## config.mk

```make
export PLATFORM = sky130hd
export DESIGN_NAME = n_queens_first_solution_top
export DESIGN_NICKNAME = d
export VERILOG_FILES = /design/src/nqfs_pkg.sv /design/src/nqfs_controller.sv /design/src/nqfs_datapath.sv /design/src/n_queens_first_solution_top.sv
export SDC_FILE = /design/constraint.sdc
export NUM_CORES = 1
export LEC_CHECK = 0
export ABC_AREA = 1
export BUFFER_PORTS_ARGS = -buffer_cell sky130_fd_sc_hd__buf_2
export CORE_MARGIN = 2
export CORE_UTILIZATION = 42
export CTS_BUF_LIST = sky130_fd_sc_hd__clkbuf_8
export CTS_CLUSTER_DIAMETER = 30
export CTS_CLUSTER_SIZE = 28
export DETAILED_ROUTE_END_ITERATION = 8
export PLACE_DENSITY_LB_ADDON = 0.25
export SYNTH_ARGS = -nofsm -noshare
export SYNTH_HDL_FRONTEND = slang
export SYNTH_SLANG_ARGS = --single-unit
```

## constraint.sdc

```tcl
create_clock -name clk -period 10.9 [get_ports clk]
set_input_delay 0 -clock clk [delete_from_list [all_inputs] [get_ports clk]]
set_output_delay 0 -clock clk [all_outputs]
set_load 0.005 [all_outputs]
```

## src/nqfs_pkg.sv

```systemverilog
package nqfs_pkg;

  // Controller states
  typedef enum logic [1:0] {
    ST_IDLE,
    ST_SEARCH,
    ST_EMIT,
    ST_NONE
  } state_t;

  // Commands from the controller to the datapath
  typedef struct packed {
    logic load;
    logic place;
    logic advance;
    logic backtrack;
    logic emit_first;
    logic emit_next;
    logic show_row;
  } dp_cmd_t;

  // Status from the datapath to the controller
  typedef struct packed {
    logic bad_size;
    logic done;
    logic exhausted;
    logic at_top;
    logic free;
    logic last;
  } dp_status_t;

endpackage

```

## src/nqfs_controller.sv

```systemverilog
module nqfs_controller (
  input  logic                 clk,
  input  logic                 rst,
  input  logic                 in_valid,
  output logic                 in_stall,
  output logic                 out_valid,
  input  logic                 out_stall,
  output logic                 found,
  output logic                 last_row,
  input  nqfs_pkg::dp_status_t status,
  output nqfs_pkg::dp_cmd_t    cmd
);

  nqfs_pkg::state_t state;
  nqfs_pkg::state_t state_next;

  // State register
  always_ff @(posedge clk) begin
    if (rst) begin
      state <= nqfs_pkg::ST_IDLE;
    end else begin
      state <= state_next;
    end
  end

  // Next state
  always_comb begin
    state_next = state;
    case (state)
      nqfs_pkg::ST_IDLE: begin
        if (in_valid) begin
          state_next = status.bad_size ? nqfs_pkg::ST_NONE : nqfs_pkg::ST_SEARCH;
        end
      end
      nqfs_pkg::ST_SEARCH: begin
        if (status.done) begin
          state_next = nqfs_pkg::ST_EMIT;
        end else if (status.exhausted && status.at_top) begin
          state_next = nqfs_pkg::ST_NONE;
        end
      end
      nqfs_pkg::ST_EMIT: begin
        if (!out_stall && status.last) begin
          state_next = nqfs_pkg::ST_IDLE;
        end
      end
      nqfs_pkg::ST_NONE: begin
        if (!out_stall) begin
          state_next = nqfs_pkg::ST_IDLE;
        end
      end
      default: begin
        state_next = nqfs_pkg::ST_IDLE;
      end
    endcase
  end

  // Outputs and datapath commands
  always_comb begin
    cmd       = '0;
    in_stall  = 1'b1;
    out_valid = 1'b0;
    found     = 1'b0;
    last_row  = 1'b0;
    case (state)
      nqfs_pkg::ST_IDLE: begin
        in_stall = 1'b0;
        cmd.load = in_valid;
      end
      nqfs_pkg::ST_SEARCH: begin
        // One trial, placement or backtrack step per cycle
        if (status.done) begin
          cmd.emit_first = 1'b1;
        end else if (status.exhausted) begin
          cmd.backtrack = !status.at_top;
        end else if (status.free) begin
          cmd.place = 1'b1;
        end else begin
          cmd.advance = 1'b1;
        end
      end
      nqfs_pkg::ST_EMIT: begin
        out_valid     = 1'b1;
        found         = 1'b1;
        last_row      = status.last;
        cmd.show_row  = 1'b1;
        cmd.emit_next = !out_stall && !status.last;
      end
      nqfs_pkg::ST_NONE: begin
        out_valid = 1'b1;
        last_row  = 1'b1;
      end
      default: begin
        in_stall = 1'b1;
      end
    endcase
  end

endmodule

```

## src/nqfs_datapath.sv

```systemverilog
module nqfs_datapath #(
  parameter int unsigned LIMIT = 16
) (
  input  logic                 clk,
  input  logic [4:0]           board_size,
  output logic [3:0]           row_index,
  output logic [3:0]           queen_column,
  input  nqfs_pkg::dp_cmd_t    cmd,
  output nqfs_pkg::dp_status_t status
);

  localparam int unsigned RW = $clog2(LIMIT + 1);
  localparam int unsigned CW = $clog2(LIMIT);
  localparam int unsigned DN = 2 * LIMIT - 1;
  localparam int unsigned DW = $clog2(DN);
  localparam logic [RW:0] LIM_M1 = (RW + 1)'(LIMIT - 1);
  localparam logic [5:0]  LIM_6  = 6'(LIMIT);

  logic [RW-1:0]   n;
  logic [RW-1:0]   row;
  logic [RW-1:0]   trial;
  logic [LIMIT-1:0] col_taken;
  logic [DN-1:0]   dn_taken;
  logic [DN-1:0]   up_taken;
  logic [CW-1:0]   placed [LIMIT];

  logic [RW-1:0] brow;
  logic [CW-1:0] rd_addr;
  logic [CW-1:0] rd_col;
  logic [RW:0]   dn_sum;
  logic [RW:0]   up_sum;
  logic [RW:0]   bdn_sum;
  logic [RW:0]   bup_sum;
  logic [RW:0]   row_inc;

  // Diagonal indices for the trial square and for the square being lifted
  always_comb begin
    brow    = row - 1'b1;
    rd_addr = status.exhausted ? brow[CW-1:0] : row[CW-1:0];
    rd_col  = placed[rd_addr];
    dn_sum  = {1'b0, row} + LIM_M1 - {1'b0, trial};
    up_sum  = {1'b0, row} + {1'b0, trial};
    bdn_sum = {1'b0, brow} + LIM_M1 - (RW + 1)'(rd_col);
    bup_sum = {1'b0, brow} + (RW + 1)'(rd_col);
    row_inc = {1'b0, row} + 1'b1;
  end

  // Status toward the controller
  always_comb begin
    status.bad_size  = (board_size == 5'd0) || ({1'b0, board_size} > LIM_6);
    status.done      = (row == n);
    status.exhausted = (trial >= n);
    status.at_top    = (row == '0);
    status.free      = !col_taken[trial[CW-1:0]] && !dn_taken[dn_sum[DW-1:0]] &&
                       !up_taken[up_sum[DW-1:0]];
    status.last      = (row_inc == {1'b0, n});
  end

  // Result fields, zero outside a found row
  assign row_index    = cmd.show_row ? 4'(row) : 4'd0;
  assign queen_column = cmd.show_row ? 4'(rd_col) : 4'd0;

  // Search registers
  always_ff @(posedge clk) begin
    if (cmd.load) begin
      n         <= RW'(board_size);
      row       <= '0;
      trial     <= '0;
      col_taken <= '0;
      dn_taken  <= '0;
      up_taken  <= '0;
    end else if (cmd.place) begin
      placed[row[CW-1:0]]          <= trial[CW-1:0];
      col_taken[trial[CW-1:0]]     <= 1'b1;
      dn_taken[dn_sum[DW-1:0]]     <= 1'b1;
      up_taken[up_sum[DW-1:0]]     <= 1'b1;
      row                          <= row + 1'b1;
      trial                        <= '0;
    end else if (cmd.advance) begin
      trial <= trial + 1'b1;
    end else if (cmd.backtrack) begin
      // Lift the queen of the row above and resume one column to its right
      col_taken[rd_col]          <= 1'b0;
      dn_taken[bdn_sum[DW-1:0]]  <= 1'b0;
      up_taken[bup_sum[DW-1:0]]  <= 1'b0;
      row                        <= brow;
      trial                      <= RW'(rd_col) + 1'b1;
    end else if (cmd.emit_first) begin
      row <= '0;
    end else if (cmd.emit_next) begin
      row <= row + 1'b1;
    end
  end

endmodule

```

## src/n_queens_first_solution_top.sv

```systemverilog
// N-queens first-solution search.
// Input channel: board_size with in_valid / in_stall. An item is taken when
// in_valid is high and in_stall is low; in_stall stays high from the accepted
// item until its last result has been taken, so one board is worked at a time.
// Output channel: found, row_index, queen_column, last_row with out_valid /
// out_stall. A solved board gives one result per row, rows in ascending order,
// last_row set on the final one. A board with no solution, or a size of zero
// or above the supported limit, gives a single result with found low.
// After the load, the search makes one step per cycle (one column trial, one
// placement or one backtrack), set by the single-step search loop. The count
// of steps depends on the board size. After the search, results come out one
// per cycle while out_stall is low; a stalled result holds unchanged.
// Reset (rst, synchronous) returns the block to idle with no result pending;
// no clearing pass is needed, since every search starts from empty masks.
module n_queens_first_solution_top #(
  parameter int unsigned MAX_SIZE = 16
) (
  input  logic       clk,
  input  logic       rst,
  input  logic       in_valid,
  output logic       in_stall,
  input  logic [4:0] board_size,
  output logic       out_valid,
  input  logic       out_stall,
  output logic       found,
  output logic [3:0] row_index,
  output logic [3:0] queen_column,
  output logic       last_row
);

  localparam int unsigned LIMIT = (MAX_SIZE < 16) ? MAX_SIZE : 16;

  nqfs_pkg::dp_cmd_t    cmd;
  nqfs_pkg::dp_status_t status;

  nqfs_controller u_ctrl (
    .clk       (clk),
    .rst       (rst),
    .in_valid  (in_valid),
    .in_stall  (in_stall),
    .out_valid (out_valid),
    .out_stall (out_stall),
    .found     (found),
    .last_row  (last_row),
    .status    (status),
    .cmd       (cmd)
  );

  nqfs_datapath #(
    .LIMIT (LIMIT)
  ) u_dp (
    .clk          (clk),
    .board_size   (board_size),
    .row_index    (row_index),
    .queen_column (queen_column),
    .cmd          (cmd),
    .status       (status)
  );

`ifndef SYNTHESIS
  // Input side is open only when no result is pending
  a_idle_no_result: assert property (@(posedge clk) disable iff (rst)
    !in_stall |-> !out_valid)
    else $error("input open while a result is pending");

  // A not-found result is alone and carries zero fields
  a_none_fields: assert property (@(posedge clk) disable iff (rst)
    (out_valid && !found) |-> (last_row && row_index == 4'd0 && queen_column == 4'd0))
    else $error("malformed not-found result");

  // Taking the final result frees the input side
  a_last_frees: assert property (@(posedge clk) disable iff (rst)
    (out_valid && !out_stall && last_row) |=> !in_stall)
    else $error("input not reopened after final result");

  // Rows of a solution advance by one per taken result
  a_row_step: assert property (@(posedge clk) disable iff (rst)
    (out_valid && !out_stall && found && !last_row) |=>
      (out_valid && found && row_index == $past(row_index) + 4'd1))
    else $error("row sequence broken");
`endif

endmodule
```

==> results.cfg, run 1 <==
[synthesis]
synth_most_common_cell = nand2_1
synth_top_flop_cell = dfxtp_1
synth-edff-count = 69
syn_inst = 1291
synth-seq-cells = 159
post-synth-top-area-cell = edfxtp_1
synthTopCellsByArea = edfxtp_1 (22%), dfxtp_1 (19%), nand2_1 (16%)
ys.warnings.count = 0
syn_nets = 1336
synthTopCellsByCount = nand2_1 (401), nor2_1 (147), nand3_1 (115), inv_1 (108), dfxtp_1 (90)
async_flop_share = 0
yosysTopAreaCellShare = 0.221
syn-mean-instance-area_um2 = 7.26
synth.distinct_cells = 47
seq_area_frac_synth = 0.414
netlist_area_mm2 = 0.00937

[critical_path]
crit_path_end_kind = register
crit_arrival_ns = 6.27
worst-path-buf-inv = 4
r2r-start = u_dp.trial[0]
cp_slowest_stage_delay_ns = 0.86
path_cells = inv_1 -> ha_1 -> inv_1 -> nand2_1 -> nand2_1 -> nand3_1 -> nand2_1 -> nand2_1 -> nand2_1 -> nand3_1 -> nand3_1 -> nand3_1 -> and2_1 -> ha_1 -> inv_1 -> ha_1 -> a21o_1 -> a21oi_1 -> xor2_1 -> nand2_1 -> nor2_1 -> inv_1 -> nor3_1 -> a211oi_1
critPathLaunch = u_dp.trial[0]
path_max_fanout = 31
crit_cells = 24
r2r_cells = 24
rrSetupSlack_ns = 4.96
critical-path-top-delay-family = simple AND/OR/NAND/NOR gates
endpoint = u_dp.dn_taken[12]
worstSetupStartpointType = register
critical_path_class = reg2reg
worst_path_max_delay_cell = dfxtp_1
r2r_end = u_dp.dn_taken[12]
cp.required_ns = 11.23
path_common_cell = nand2_1

[worst_hold_path]
hp-class = in2reg

[clock_tree]
post_cts_buffers = 0
clkLatencyLatePin_ns = 0.48
post_cts_resized = 0
tritoncts = done
clk_pin_slew_ns = 0.11
ctsHoldBuffers = 8
numCtsBuffers = 17
clockBufferDepth = 2
clkSinkCount = 159
cts_root_buf = clkbuf_8
cts_htree_levels = 4

[route]
drtIter0Drc = 919
dr.pass1.iters = 6
drc_errors = 0
wl_um = 26700
num_vias = 8691
via_per_inst = 5.45
antenna_left = 0
wl_per_cell_um = 16.8

[timing]
min_period_over_period = 0.545
finalSetupViolations = 0
tightestPinTransition_ns = 0.987
finalHoldViolations = 0
rsz0062_at_grt = false
finClkSkew_ns = 0.0257
fin_crit_ns = 5.94
fin_tns_setup_ns = 0
clock.fmax_ghz = 0.168
slew_headroom = 0.341
slew_violations = 0

[finish]
finalInstanceArea_mm2 = 0.0102
fin_cells = 1594
layout-drive-gt1-share = 0.0685
syn2layout_area_growth_pct = 8.47
diodes = 0
nNetsFinal = 1346
fill_cells = 2226
multi_input_area_mm2 = 0.00483
regArea_mm2 = 0.00387

[grt]
grt_first_pass_wirelength_um = 43400
grt-ovfl-total = 0
grt_antenna_before_repair = 0
grt_max_degree = 71
grt_usage = 0.230
grt_pass1_vias = 8246

[floorplan]
die_height_um = 153
initial_core_util = 0.429
rows = 54
core_mm2 = 0.0218
io_pins = 21
dieArea_mm2 = 0.0235
die_w_um = 153

[placed_design]
io_buffer_count = 20
routabilityCongestion = 0.892
dp.cells = 1554
placed_cell_area_mm2 = 0.00964
detailed_place_hpwl_um = 18300

[status]
outcome = complete, no violations

[run]
drv_cap = 0
[worst min-delay path by stage]
stage | start | depth (start not counted) | to | slack (ns)
3_5_place_dp | rst | 2 | u_ctrl.state[0] | 0.18
2_1_floorplan | rst | 1 | u_ctrl.state[0] | 0.07
6_report | out_stall | 5 | u_dp.row[3] | 0.11
4_1_cts | out_stall | 5 | u_dp.row[2] | 0.1
5_1_grt | out_stall | 5 | u_dp.row[3] | 0.17
3_3_place_gp | rst | 2 | u_ctrl.state[0] | 0.18
[through the flow]
stage          utilization  hold slack [ns]  setup slack [ns]
6_report             0.466            0.109              4.96
5_1_grt              0.466            0.173              4.37
4_1_cts              0.466           0.0952              4.96
3_5_place_dp         0.442            0.182              4.96
3_3_place_gp         0.442            0.179              5.05
2_1_floorplan            -           0.0691              6.61
[layer usage]
| layer | track usage | wire, µm | vias to the layer above |
|---|---|---|---|
| met2 | 0.381 | 12500 | 308 |
| met5 | 0 | 0 | - |
| li1 | - | - | 4278 |
| met1 | 0.311 | 11900 | 4053 |
| met3 | 0.0354 | 1680 | 52 |
| met4 | 0.0725 | 550 | 0 |
[registers in the layout (all words and copies together) (netlist names)]
signal	cells
u_ctrl.state	2
u_dp.col_taken	16
u_dp.placed	64
u_dp.trial	5
u_dp.row	5
u_dp.up_taken	31
u_dp.dn_taken	31
u_dp.n	5
[worst register-to-register path: cells and delay by family (launching register included)]
kind / cells / cell delay, ns
buffers and inverters: 4 / 0.51
adder cells (fa/ha/maj): 3 / 1.01
AO/OA/AOI/OAI: 3 / 0.36
XOR/XNOR: 1 / 0.33
AND/OR/NAND/NOR: 13 / 2.73
flip-flops: 1 / 0.86
[logic make-up after synthesis]
family                   after synthesis  synth area share
adder cells (fa/ha/maj)               36            0.0513
AO/OA/AOI/OAI                        206             0.126
XOR/XNOR                              20            0.0195
buffers and inverters                159            0.0705
flip-flops                           159             0.414
AND/OR/NAND/NOR                      711             0.319
[area by class of cell]
cell class                      count  area share
Clock buffer                       17      0.0230
Clock inverter                     15      0.0207
Inverter                          117      0.0432
Multi-Input combinational cell    973       0.476
Sequential cell                   159       0.381
Tap cell                          280      0.0345
Timing Repair Buffer               33      0.0214
[cells in the final DEF, fill, tap and decap left out, types with 8 or more instances in the layout]
| cell type | n |
|---|---|
| a21oi_1 | 67 |
| a22oi_1 | 10 |
| buf_2 | 20 |
| clkbuf_8 | 17 |
| dfxtp_1 | 90 |
| dlygate4sd3_1 | 8 |
| edfxtp_1 | 69 |
| ha_1 | 32 |
| inv_1 | 108 |
| nand2_1 | 400 |
| nand3_1 | 115 |
| nand4_1 | 9 |
| nor2_1 | 147 |
| nor3_1 | 15 |
| o211a_1 | 8 |
| o21ai_0 | 76 |
| o21ai_1 | 9 |
| o21bai_1 | 10 |
| xor2_1 | 14 |
Power of run 1 is not shown: default switching activity piles up to over one toggle a cycle in this logic, so the estimate is an artifact.
==> run 2, diff against run 1 <==
==> constraint.sdc (replaced) <==
create_clock -name clk -period 5.75 [get_ports clk]
set_input_delay 0 -clock clk [delete_from_list [all_inputs] [get_ports clk]]
set_output_delay 0 -clock clk [all_outputs]
set_load 0.005 [all_outputs]
==> run 2 against run 1 <==
Net effect:
- die area unchanged
- core utilization up 0.30 points
- flip-flop and latch count unchanged
- final cell count up 0.82%
- non-clock buffer count up 13
- first-iteration DRC count down 2.0%
- worst setup slack worse by 4.3 ns
- global-route usage about the same
- cell area up 0.64%
- via count up 0.20%
- critical path depth down 4
- clock-buffer cell count unchanged
- critical path type unchanged
==> results.cfg, run 2 (synthesis gave the netlist of run 1 again) <==
[placed_design]
routabilityCongestion = 0.914
io_buffer_count = 20
detailed_place_hpwl_um = 18500

[critical_path]
crit_path_end_kind = register
path_max_fanout = 16
path_common_cell = inv_1
worst-path-buf-inv = 4
critical-path-top-delay-family = simple AND/OR/NAND/NOR gates
worstSetupStartpointType = register
rrSetupSlack_ns = 0.68
cp_slowest_stage_delay_ns = 0.62
cp.required_ns = 6.09
path_cells = inv_1 -> ha_1 -> inv_1 -> nand2_1 -> o21ai_2 -> nand3_1 -> nand3_1 -> nand3_1 -> and2_1 -> ha_1 -> inv_1 -> ha_1 -> a21o_1 -> a21oi_1 -> xor2_1 -> nand2_1 -> nor2_1 -> inv_1 -> nor3_1 -> a211oi_1
crit_arrival_ns = 5.41
worst_path_max_delay_cell = dfxtp_1
critical_path_class = reg2reg

[floorplan]
dieArea_mm2 = 0.0235
io_pins = 21
die_height_um = 153
rows = 54
initial_core_util = 0.429
core_mm2 = 0.0218
die_w_um = 153

[timing]
finalHoldViolations = 0
slew_violations = 0
finalSetupViolations = 0
rsz0062_at_grt = false
fin_crit_ns = 5.07
clock.fmax_ghz = 0.197
min_period_over_period = 0.882
slew_headroom = 0.420
fin_tns_setup_ns = 0
finClkSkew_ns = 0.0261
tightestPinTransition_ns = 0.869

[worst_hold_path]
hp-class = in2reg

[run]
drv_cap = 0

[finish]
layout-drive-gt1-share = 0.0776
diodes = 0
layout_common_cells = nand2_1 (400), nor2_1 (147), nand3_1 (115)
largest_reg_flops = 64
syn2layout_area_growth_pct = 9.16
final_common_cell = nand2_1
nNetsFinal = 1359

[route]
wl_um = 26700
dr.pass1.iters = 5
via_per_inst = 5.42
drtIter0Drc = 901
num_vias = 8708
antenna_left = 0
wl_per_cell_um = 16.6
drc_errors = 0

[clock_tree]
clk_pin_slew_ns = 0.11
clockBufferDepth = 2
clkLatencyLatePin_ns = 0.48
post_cts_resized = 0
post_cts_buffers = 0
clkSinkCount = 159
cts_root_buf = clkbuf_8
numCtsBuffers = 17
tritoncts = done
cts_htree_levels = 4

[grt]
grt_first_pass_wirelength_um = 43200
grt_max_degree = 71
grt_pass1_vias = 8205
grt-ovfl-total = 0
grt_usage = 0.230
grt_antenna_before_repair = 0

[status]
outcome = complete, no violations
==> run 2: cell types whose count changed in the layout (fill, tap and decap cells not counted), sizes merged <==
cell	before	now
clkinv	10	5
inv	121	124
bufinv	1	0
buf	25	38
clkinvlp	0	3
==> run 2: area by class of cell <==
type | instances | area (µm²)
timing repair buffer | 46 | 315
clock buffer | 17 | 234
inverter | 117 | 439
sequential | 159 | 3870
fill | 2196 | 11600
clock inverter | 15 | 178
tap | 280 | 350
multi-input combinational | 973 | 4830
==> run 2: metrics by stage <==
step / hold slack, ns / area (µm²) / utilization / std cells / worst slack (ns)
final: 0.0981 / 10200 / 0.469 / 1607 / 0.676
after global placement: 0.181 / 9730 / 0.446 / 1567 / 0.677
after floorplan: 0.0691 / 9370 / - / 1291 / 1.46
after CTS: 0.0919 / 10200 / 0.469 / 1607 / 0.721
after detailed placement: 0.184 / 9730 / 0.446 / 1567 / 0.734
after global routing: 0.129 / 10200 / 0.469 / 1607 / 0.231
==> run 2: final timing paths <==
kind | startpoint | end | cells after the start
worst min-delay path | out_stall | u_dp.row[3] | 5
worst max-delay path | u_dp.row[0] | u_dp.dn_taken[4] | 20
worst min register to register | u_dp.up_taken[9] | u_dp.up_taken[9] | 2
worst max register to register | u_dp.row[0] | u_dp.dn_taken[4] | 20
==> run 2: tightest hold or removal path, delay by kind of cell <==
family                 cells  cell delay (ns)
AOI/OAI and AO/OA          1             0.14
buffers and inverters      2             0.14
and+or+nand+nor            2             0.27
==> run 2: per-layer routing <==
layer | vias to the layer above | wire, µm | track usage
li1 | 4309 | - | -
met1 | 4031 | 11600 | 0.307
met2 | 323 | 12800 | 0.385
met3 | 45 | 1780 | 0.0332
met4 | 0 | 515 | 0.0751
met5 | - | 0 | 0
==> run 2: repair_timing <==
action                                  4_1_cts  5_1_grt
hold buffers                                  8        0
endpoints found under the hold margin         7        0
endpoints found under the setup margin        0        0
Power of run 2 is left out for the same reason.
